--- config.mk ---
export PLATFORM = sky130hd
export DESIGN_NAME = undirected_cycle_finder_core
export DESIGN_NICKNAME = d
export VERILOG_FILES = /design/src/hw/rtl/ucf_pkg.sv /design/src/hw/rtl/ucf_ram.sv /design/src/hw/rtl/undirected_cycle_finder_core.sv
export SDC_FILE = /design/constraint.sdc
export NUM_CORES = 2
export LEC_CHECK = 0
export ABC_AREA = 1
export BUFFER_PORTS_ARGS = -buffer_cell sky130_fd_sc_hd__buf_2
export CAP_MARGIN = 5
export CORE_AREA = 4 4 592 594
export CTS_BUF_LIST = sky130_fd_sc_hd__clkbuf_16
export DETAILED_ROUTE_END_ITERATION = 7
export DIE_AREA = 0 0 596 598
export GPL_ROUTABILITY_DRIVEN = 0
export PLACE_DENSITY = 0.67
export SETUP_SLACK_MARGIN = 0.2
export SLEW_MARGIN = 10
export SYNTH_ARGS = -nofsm -noshare
export SYNTH_HDL_FRONTEND = slang
export SYNTH_SLANG_ARGS = --single-unit
--- constraint.sdc ---
create_clock -name clk_i -period 12.1 [get_ports clk_i]
set_input_delay 1.815 -clock clk_i [delete_from_list [all_inputs] [get_ports clk_i]]
set_output_delay 1.815 -clock clk_i [all_outputs]
set_load 0.005 [all_outputs]
--- src/hw/rtl/ucf_pkg.sv ---
// Package of the cycle finder: capacities, payload structs, FSM state type.
// Depends on nothing.
`timescale 1ns / 1ps
package ucf_pkg;
  // Capacities; node indices are 5 bits wide in the payload structs
  localparam int MaxNodes = 32;
  localparam int MaxEdges = 256;

  typedef struct packed {
    logic [4:0] edge_a;
    logic [4:0] edge_b;
    logic       has_edge;
    logic       last_edge;
  } edge_item_t;

  typedef struct packed {
    logic       found;
    logic [5:0] cycle_length;
    logic [4:0] vertex;
    logic       overflow;
    logic       last;
  } result_item_t;

  typedef enum logic [3:0] {
    ST_IDLE,
    ST_ROOT,
    ST_TOP,
    ST_SCAN,
    ST_EDGE,
    ST_VISIT,
    ST_WALK,
    ST_WALK_RD,
    ST_EMIT,
    ST_CLEAR
  } state_e;
endpackage

--- src/hw/rtl/ucf_ram.sv ---
// Generic single-port-write, single-read RAM with registered read.
// Depends on nothing.
`timescale 1ns / 1ps
module ucf_ram #(
  parameter int Width = 8,
  parameter int Depth = 16
) (
  input  logic                     clk_i,
  input  logic                     we_i,
  input  logic [$clog2(Depth)-1:0] waddr_i,
  input  logic [Width-1:0]         wdata_i,
  input  logic [$clog2(Depth)-1:0] raddr_i,
  output logic [Width-1:0]         rdata_o
);
  logic [Width-1:0] mem_q [Depth];

  always_ff @(posedge clk_i) begin
    if (we_i) mem_q[waddr_i] <= wdata_i;
    rdata_o <= mem_q[raddr_i];
  end
endmodule

--- src/hw/rtl/undirected_cycle_finder_core.sv ---
// Top level of the undirected cycle finder: edge loader, DFS sequencer, emitter.
// Depends on ucf_pkg and ucf_ram.
//
// channel  direction  handshake            payload
// cfg      in         node_count_we_i      node_count_i
// edge     in         start_i & !busy_o    edge_i
// result   out        result_valid_o       result_o
//
// A plain edge is taken and the block stays idle. After the last edge busy_o
// holds for the search: each root tried (ST_ROOT), each stack visit (stack read
// in ST_TOP, entry in ST_SCAN) with each edge scanned (ST_EDGE) and each neighbor
// handled (ST_VISIT), the parent walk per vertex (ST_WALK, ST_WALK_RD), then each
// result (ST_EMIT) and a clear (ST_CLEAR) of the visited marks and counters at once.
// Reset clears all control state at once and sets the node count to 32; results cannot be stalled.
`timescale 1ns / 1ps
module undirected_cycle_finder_core (
  input  logic                   clk_i,
  input  logic                   rst_ni,
  input  logic                   node_count_we_i,
  input  logic [5:0]             node_count_i,
  input  logic                   start_i,
  input  ucf_pkg::edge_item_t    edge_i,
  output logic                   busy_o,
  output logic                   result_valid_o,
  output ucf_pkg::result_item_t  result_o
);
  import ucf_pkg::*;

  localparam int NW = $clog2(MaxNodes);
  localparam int EW = $clog2(MaxEdges);
  localparam int CW = $clog2(MaxEdges + 1);
  localparam int SW = $clog2(MaxNodes + 1);

  // Registers
  state_e           state_q, state_d;
  logic [5:0]       ncfg_q;
  logic [CW-1:0]    etot_q, etot_d;
  logic             drop_q, drop_d;
  logic [MaxNodes-1:0] vis_q, vis_d;
  logic [SW-1:0]    sdep_q, sdep_d;
  logic [NW-1:0]    root_q, root_d;
  logic [NW-1:0]    u_q, u_d;
  logic [CW-1:0]    e_q, e_d;
  logic [NW-1:0]    w_q, w_d;
  logic [NW-1:0]    pu_q, pu_d;
  logic [NW-1:0]    x_q, x_d;
  logic [5:0]       len_q, len_d;
  logic [5:0]       k_q, k_d;
  logic             fnd_q, fnd_d;

  // Effective node count
  logic [6:0] n_eff;
  always_comb begin
    if ({1'b0, ncfg_q} > 7'(MaxNodes)) n_eff = 7'(MaxNodes);
    else n_eff = {1'b0, ncfg_q};
  end

  // Memories: edges, parents, stack (node, position), cycle list
  logic          ed_we;
  logic [EW-1:0] ed_wa, ed_ra;
  logic [2*NW-1:0] ed_wd, ed_rd;
  logic          pl_we;
  logic [NW-1:0] pl_wa, pl_ra, pl_wd, pl_rd;
  logic          st_we;
  logic [NW-1:0] st_wa, st_ra;
  logic [NW+CW-1:0] st_wd, st_rd;
  logic          cy_we;
  logic [5:0]    cy_wa, cy_ra;
  logic [NW-1:0] cy_wd, cy_rd;

  ucf_ram #(.Width(2*NW), .Depth(MaxEdges)) u_edges (
    .clk_i, .we_i(ed_we), .waddr_i(ed_wa), .wdata_i(ed_wd), .raddr_i(ed_ra), .rdata_o(ed_rd));
  ucf_ram #(.Width(NW), .Depth(MaxNodes)) u_parent (
    .clk_i, .we_i(pl_we), .waddr_i(pl_wa), .wdata_i(pl_wd), .raddr_i(pl_ra), .rdata_o(pl_rd));
  ucf_ram #(.Width(NW+CW), .Depth(MaxNodes)) u_stack (
    .clk_i, .we_i(st_we), .waddr_i(st_wa), .wdata_i(st_wd), .raddr_i(st_ra), .rdata_o(st_rd));
  ucf_ram #(.Width(NW), .Depth(64)) u_cyc (
    .clk_i, .we_i(cy_we), .waddr_i(cy_wa), .wdata_i(cy_wd), .raddr_i(cy_ra), .rdata_o(cy_rd));

  logic accept;
  assign busy_o = (state_q != ST_IDLE);
  assign accept = start_i && !busy_o;

  logic [NW-1:0] ea, eb;
  assign ea = ed_rd[2*NW-1:NW];
  assign eb = ed_rd[NW-1:0];

  // Next state and datapath
  always_comb begin
    state_d = state_q; etot_d = etot_q; drop_d = drop_q; vis_d = vis_q;
    sdep_d = sdep_q; root_d = root_q; u_d = u_q; e_d = e_q; w_d = w_q;
    pu_d = pu_q; x_d = x_q; len_d = len_q; k_d = k_q; fnd_d = fnd_q;
    ed_we = 1'b0; ed_wa = etot_q[EW-1:0]; ed_wd = {edge_i.edge_a[NW-1:0], edge_i.edge_b[NW-1:0]};
    ed_ra = e_q[EW-1:0];
    pl_we = 1'b0; pl_wa = w_q; pl_wd = u_q; pl_ra = u_q;
    st_we = 1'b0; st_wa = NW'(sdep_q - SW'(1)); st_wd = {u_q, e_q};
    st_ra = NW'(sdep_q - SW'(1));
    cy_we = 1'b0; cy_wa = len_q; cy_wd = w_q; cy_ra = k_q;
    unique case (state_q)
      ST_IDLE: begin
        if (accept) begin
          if (edge_i.has_edge) begin
            if ({2'b0, edge_i.edge_a} >= n_eff || {2'b0, edge_i.edge_b} >= n_eff
                || etot_q >= CW'(MaxEdges)) drop_d = 1'b1;
            else begin
              ed_we = 1'b1; etot_d = etot_q + CW'(1);
            end
          end
          if (edge_i.last_edge) begin
            root_d = '0; len_d = '0; k_d = '0; fnd_d = 1'b0;
            state_d = ST_ROOT;
          end
        end
      end
      ST_ROOT: begin
        if (7'(root_q) >= n_eff || n_eff == 7'd0) begin
          state_d = ST_EMIT;
        end else if (vis_q[root_q]) begin
          if (7'(root_q) + 7'd1 >= n_eff) state_d = ST_EMIT;
          else root_d = root_q + NW'(1);
        end else begin
          vis_d[root_q] = 1'b1;
          pl_we = 1'b1; pl_wa = root_q; pl_wd = root_q;
          st_we = 1'b1; st_wa = '0; st_wd = {root_q, CW'(0)};
          sdep_d = SW'(1);
          state_d = ST_TOP;
        end
        cy_ra = '0;
      end
      ST_TOP: begin
        // stack read address presented; data next cycle
        if (sdep_q == '0) begin
          if (7'(root_q) + 7'd1 >= n_eff) state_d = ST_EMIT;
          else begin root_d = root_q + NW'(1); state_d = ST_ROOT; end
          cy_ra = '0;
        end else state_d = ST_SCAN;
      end
      ST_SCAN: begin
        // stack entry valid: latch u and position, start edge read, parent read
        u_d = st_rd[NW+CW-1:CW]; e_d = st_rd[CW-1:0];
        ed_ra = st_rd[EW-1:0];
        pl_ra = st_rd[NW+CW-1:CW];
        if (st_rd[CW-1:0] >= etot_q) begin
          sdep_d = sdep_q - SW'(1); state_d = ST_TOP;
        end else state_d = ST_EDGE;
      end
      ST_EDGE: begin
        // pl_rd is the parent of u on every cycle of the scan
        pl_ra = u_q;
        pu_d = pl_rd;
        if (ea == u_q || eb == u_q) begin
          w_d = (ea == u_q) ? eb : ea;
          st_we = 1'b1; st_wd = {u_q, e_q + CW'(1)};
          pl_ra = (ea == u_q) ? eb : ea;
          state_d = ST_VISIT;
        end else if (e_q + CW'(1) >= etot_q) begin
          sdep_d = sdep_q - SW'(1); state_d = ST_TOP;
        end else begin
          e_d = e_q + CW'(1); ed_ra = EW'(e_q + CW'(1));
        end
      end
      ST_VISIT: begin
        // pl_rd is parent of w; pu_q parent of u
        if (!vis_q[w_q]) begin
          vis_d[w_q] = 1'b1;
          pl_we = 1'b1; pl_wa = w_q; pl_wd = u_q;
          if (sdep_q < SW'(MaxNodes)) begin
            st_we = 1'b1; st_wa = NW'(sdep_q); st_wd = {w_q, CW'(0)};
            sdep_d = sdep_q + SW'(1);
          end
          state_d = ST_TOP;
        end else if (w_q != pu_q) begin
          // cycle opens with w; the walk starts at u
          fnd_d = 1'b1;
          cy_we = 1'b1; cy_wa = 6'd0; cy_wd = w_q;
          x_d = u_q; len_d = 6'd1;
          // w a direct child of u: list is w, u, w
          k_d = (w_q != u_q && pl_rd == u_q) ? 6'd1 : 6'd0;
          state_d = ST_WALK;
        end else state_d = ST_TOP;
      end
      ST_WALK: begin
        // write x and read its parent; write w and emit at the end
        cy_we = 1'b1; cy_wa = len_q;
        if (k_q == 6'd1) begin
          cy_wd = x_q; len_d = len_q + 6'd1; x_d = w_q; k_d = '0;
        end else if (x_q == w_q || len_q > 6'(MaxNodes)) begin
          cy_wd = w_q; len_d = len_q + 6'd1; k_d = '0; cy_ra = '0;
          state_d = ST_EMIT;
        end else begin
          cy_wd = x_q; len_d = len_q + 6'd1; pl_ra = x_q; state_d = ST_WALK_RD;
        end
      end
      ST_WALK_RD: begin
        x_d = pl_rd; state_d = ST_WALK;
      end
      ST_EMIT: begin
        // cy_rd holds entry k_q
        cy_ra = k_q + 6'd1;
        k_d = k_q + 6'd1;
        if (!fnd_q || k_q + 6'd1 >= len_q) begin
          state_d = ST_CLEAR; root_d = '0;
        end
      end
      ST_CLEAR: begin
        vis_d = '0; etot_d = '0; drop_d = 1'b0; sdep_d = '0;
        state_d = ST_IDLE;
      end
      default: state_d = ST_IDLE;
    endcase
  end

  // Output decode
  always_comb begin
    result_valid_o = (state_q == ST_EMIT);
    result_o.found = fnd_q;
    result_o.cycle_length = fnd_q ? len_q : 6'd0;
    result_o.vertex = fnd_q ? cy_rd : 5'd0;
    result_o.overflow = drop_q;
    result_o.last = !fnd_q || (k_q + 6'd1 >= len_q);
  end

  // State registers
  always_ff @(posedge clk_i or negedge rst_ni) begin
    if (!rst_ni) begin
      state_q <= ST_IDLE; ncfg_q <= 6'd32; etot_q <= '0; drop_q <= 1'b0;
      vis_q <= '0; sdep_q <= '0; root_q <= '0; len_q <= '0; k_q <= '0; fnd_q <= 1'b0;
    end else begin
      state_q <= state_d; etot_q <= etot_d; drop_q <= drop_d; vis_q <= vis_d;
      sdep_q <= sdep_d; root_q <= root_d; len_q <= len_d; k_q <= k_d; fnd_q <= fnd_d;
      if (node_count_we_i) ncfg_q <= node_count_i;
    end
  end

  // Payload registers
  always_ff @(posedge clk_i) begin
    u_q <= u_d; e_q <= e_d; w_q <= w_d; pu_q <= pu_d; x_q <= x_d;
  end
endmodule

==> run_results.csv <==
group,metric,value,unit
cts,cts_max_level,5,
timing,rsz0062_at_grt,"false",
floorplanning,core,345000,µm²
drt,drc,0,
synthesis,syn_nets,14029,
cts,ctsRootBufferMaster,"clkbuf_16",
drt,via_per_inst,5.74,
final_layout,nets,13713,
outcome,status,"finished, final reports clean",
critical_path,critPathCaptureType,"flop",
drt,routed-via-count,106335,
cts,cts_resized,0,
pwr,p_leak,64.5,nW
synthesis,async_reset_ff_share,2.10,%
timing,setup_viol,0,
pwr,vdd_drop_max,0.000141,V
pwr,p_per_area,196,nW/µm²
floorplanning,ios,38,
drt,post_drt_wl_per_cell,23.4,µm
pwr,seq_power_share,42.6,%
floorplanning,start_util,45.9,%
synthesis,synth_edf_count,3517,
floorplanning,die_h,598,µm
pwr,clkPwrFrac,32.4,%
cts,path_clk_slew,0.06,ns
critical_path,criticalPathCategory,"reg -> reg",
synthesis,syn_inst,13947,
cts,cts_tree,"done",
synthesis,syn_avg_cell_area,11.4,µm²
synthesis,synthDistinctLibCells,66,
timing,worst_pin_slew,1.27,ns
floorplanning,die_area,356000,µm²
drt,wl,434000,µm
global_routing,track_usage,23.6,%
place,portBuffers,37,
cts,cts_made_buffers,364,
critical_path,worstPathArrival,9.13,ns
final_layout,area_growth_syn_to_layout,9.76,%
timing,report.final.slew_viol_count,0,
timing,relSlewSlack,15.0,%
floorplanning,core.rowCount,216,
place,hpwl,244000,µm
global_routing,antenna_found_initial,12,
synthesis,yosysTopAreaCell,"edfxtp_1",
job,maxCapViolCount,0,
critical_path,critPathRequiredTime,12.92,ns
synthesis,synth_area_leaders,"edfxtp_1 (67%), nand3_1 (7.8%), nand2_1 (5.5%)",
floorplanning,die_w,596,µm
cts,cts_setup_buffers,0,
critical_path,critPathMaxFanout,168,
cts,cts.sinks,3627,
synthesis,synth_area,158000,µm²
global_routing,gr-total-overflow,0,
timing,setup_tns,0,ns
pwr,swShare,33.5,%
timing,post-route-min-period,8.31,ns
synthesis,yosysSeqAreaShare,68.3,%
final_layout,drive_gt1_share,6.27,%
pwr,p_int,0.0226,W
global_routing,grt_max_degree,200,
synthesis,netlist.area_leader.share,66.7,%
synthesis,yosysMostFrequentCell,"edfxtp_1",
timing,timing.final.crit_share,68.7,%
drt,drt_iter0_markers,14172,
cts,clockBufferDepth,4,
timing,fmax,0.120,GHz
pwr,switching_power,0.0114,W
hold_path,hp-class,"reg -> reg",
timing,setup_ws,3.79,ns
synthesis,synth_warnings,0,
global_routing,grt_first_pass_wirelength,647000,µm
synthesis,synth-seq-cells,3627,
pwr,share_comb_of_total_power,25.1,%
synthesis,synth_commonest_cells,"edfxtp_1 (3517), nand3_1 (2465), nand2_1 (2332)",
place,place_ws,4.18,ns
global_routing,first_global_vias,100303,
cts,clkLatencyLatePin,0.98,ns
synthesis,synthFlopType,"edfxtp_1",
timing,finalHoldViolations,0,
cts,hold_buffers,0,
drt,ant_nets,0,
timing,skew,0.0762,ns
drt,firstDrtPassIters,6,
critical_path,startpoint_type,"flop",
[flip-flops by register name (all words and copies together), names as in the netlist, 6 cells and up]
| register | count |
|---|---|
| e_q | 9 |
| etot_q | 9 |
| k_q | 6 |
| len_q | 6 |
| ncfg_q | 6 |
| sdep_q | 6 |
| u_cyc.mem_q | 320 |
| u_edges.mem_q | 2560 |
| u_edges.rdata_o | 10 |
| u_parent.mem_q | 160 |
| u_stack.mem_q | 448 |
| u_stack.rdata_o | 14 |
| vis_q | 32 |
[cells by family after synthesis]
group           after synthesis  share of synthesized area, %
flops                      3627                          68.3
buf+inv                    2576                          6.65
mux                          86                         0.546
xor+xnor                     27                         0.149
simple gates               6310                          18.8
compound gates             1261                          5.00
fa+ha+maj                    60                         0.474
[layout make-up]
class                   count  area [µm²]
multi-input cells        7744       40000
clock inverters           298        2290
flip-flops and latches   3627      108000
diodes                      7        17.5
clock buffers             371        9280
fillers                 29483      171000
well taps                4578        5730
repair buffers            231        1980
inverters                1663        6270
[critical path: stages (launching register included)]
cell      delay, ns
edfxtp_1       0.64
ha_1           0.30
nand2_1        0.09
nor2_1         0.14
nand4_1        0.13
nor2_1         0.14
xor2_1         0.25
inv_1          0.08
ha_1           0.29
nand2_1        0.07
nor2_1         0.15
nand3_1        0.12
nand4_1        0.18
nor2_4         0.09
a21oi_4        0.21
buf_4          0.74
buf_12         0.52
buf_4          1.02
buf_4          0.71
nand3b_1       0.17
nand3_1        0.14
nand3_1        0.09
nand3_1        0.11
nand3_1        0.23
nand3_1        0.29
nand3_1        0.22
nand3_1        0.43
nand2_1        0.14
[through the flow]
step           hold slack [ns]  total power [W]  util [%]  instances  instance area, µm²
2_1_floorplan            0.409           0.0201         -      13947              158000
3_3_place_gp             0.419           0.0230      47.0      17843              162000
3_5_place_dp             0.419           0.0231      47.0      17843              162000
4_1_cts                  0.397           0.0340      50.4      18512              174000
5_1_grt                  0.420           0.0354      50.4      18513              174000
6_report                 0.393           0.0341      50.4      18519              174000
[final timing paths]
check | slack, ns | cells after the start | startpoint | to
worst max-delay path | 3.79 | 27 | e_q[0]$_DFFE_PP_ | u_edges.rdata_o[0]$_DFF_P_
worst min-delay path | 0.39 | 0 | u_stack.rdata_o[10]$_DFF_P_ | u_q[1]$_DFFE_PN_
worst max register to register | 3.79 | 27 | e_q[0]$_DFFE_PP_ | u_edges.rdata_o[0]$_DFF_P_
worst min register to register | 0.39 | 0 | u_stack.rdata_o[10]$_DFF_P_ | u_q[1]$_DFFE_PN_
max in group asynchronous | 10.13 | 2 | rst_ni | vis_q[3]$_DFFE_PN0P_
min in group asynchronous | 0.73 | 1 | rst_ni | fnd_q$_DFFE_PN0P_
[placed cells by master, fill, tap and decap left out, types with 10 or more instances in the layout]
cell          n
nand2_1    2320
and3_1       14
clkinv_2     50
nand3_2      13
o21ai_1      12
dfxtp_1      34
nand2_2      14
nand3b_1    722
inv_1      1724
nor2_1      642
nor2_2       19
inv_2        16
o22ai_1      51
buf_2        26
clkbuf_16   371
buf_12       19
bufinv_16    29
xor2_1       14
nor3_1       30
ha_1         59
a22oi_1      13
o32ai_1      30
buf_8        10
buf_4       176
clkinv_1    107
or2_2        41
xnor2_1      10
o21ai_0     396
o211ai_1    317
o221ai_1     96
a311oi_1     14
a21oi_1     243
dfrtp_1      74
mux2i_1      83
edfxtp_1   3517
nand3_1    2457
nand4_1      18
a31oi_1      14
[routing by layer]
metal	up-vias	global-route usage (%)	routed length, µm
met5	-	0	40
li1	48181	-	-
met4	6	8.12	16000
met3	840	4.63	43500
met2	5375	36.7	199000
met1	51933	33.3	176000
[power by group through the flow]
| stage | Combinational, W | Sequential, W | Clock, W |
|---|---|---|---|
| finish | 0.00853 | 0.0145 | 0.0110 |
| CTS | 0.00840 | 0.0145 | 0.0111 |
| global route | 0.00922 | 0.0145 | 0.0117 |
| floorplan | 0.00549 | 0.0146 | 0 |
| detailed placement | 0.00837 | 0.0147 | 0 |
| global placement | 0.00830 | 0.0147 | 0 |
Power figures use the tool's default switching activity.
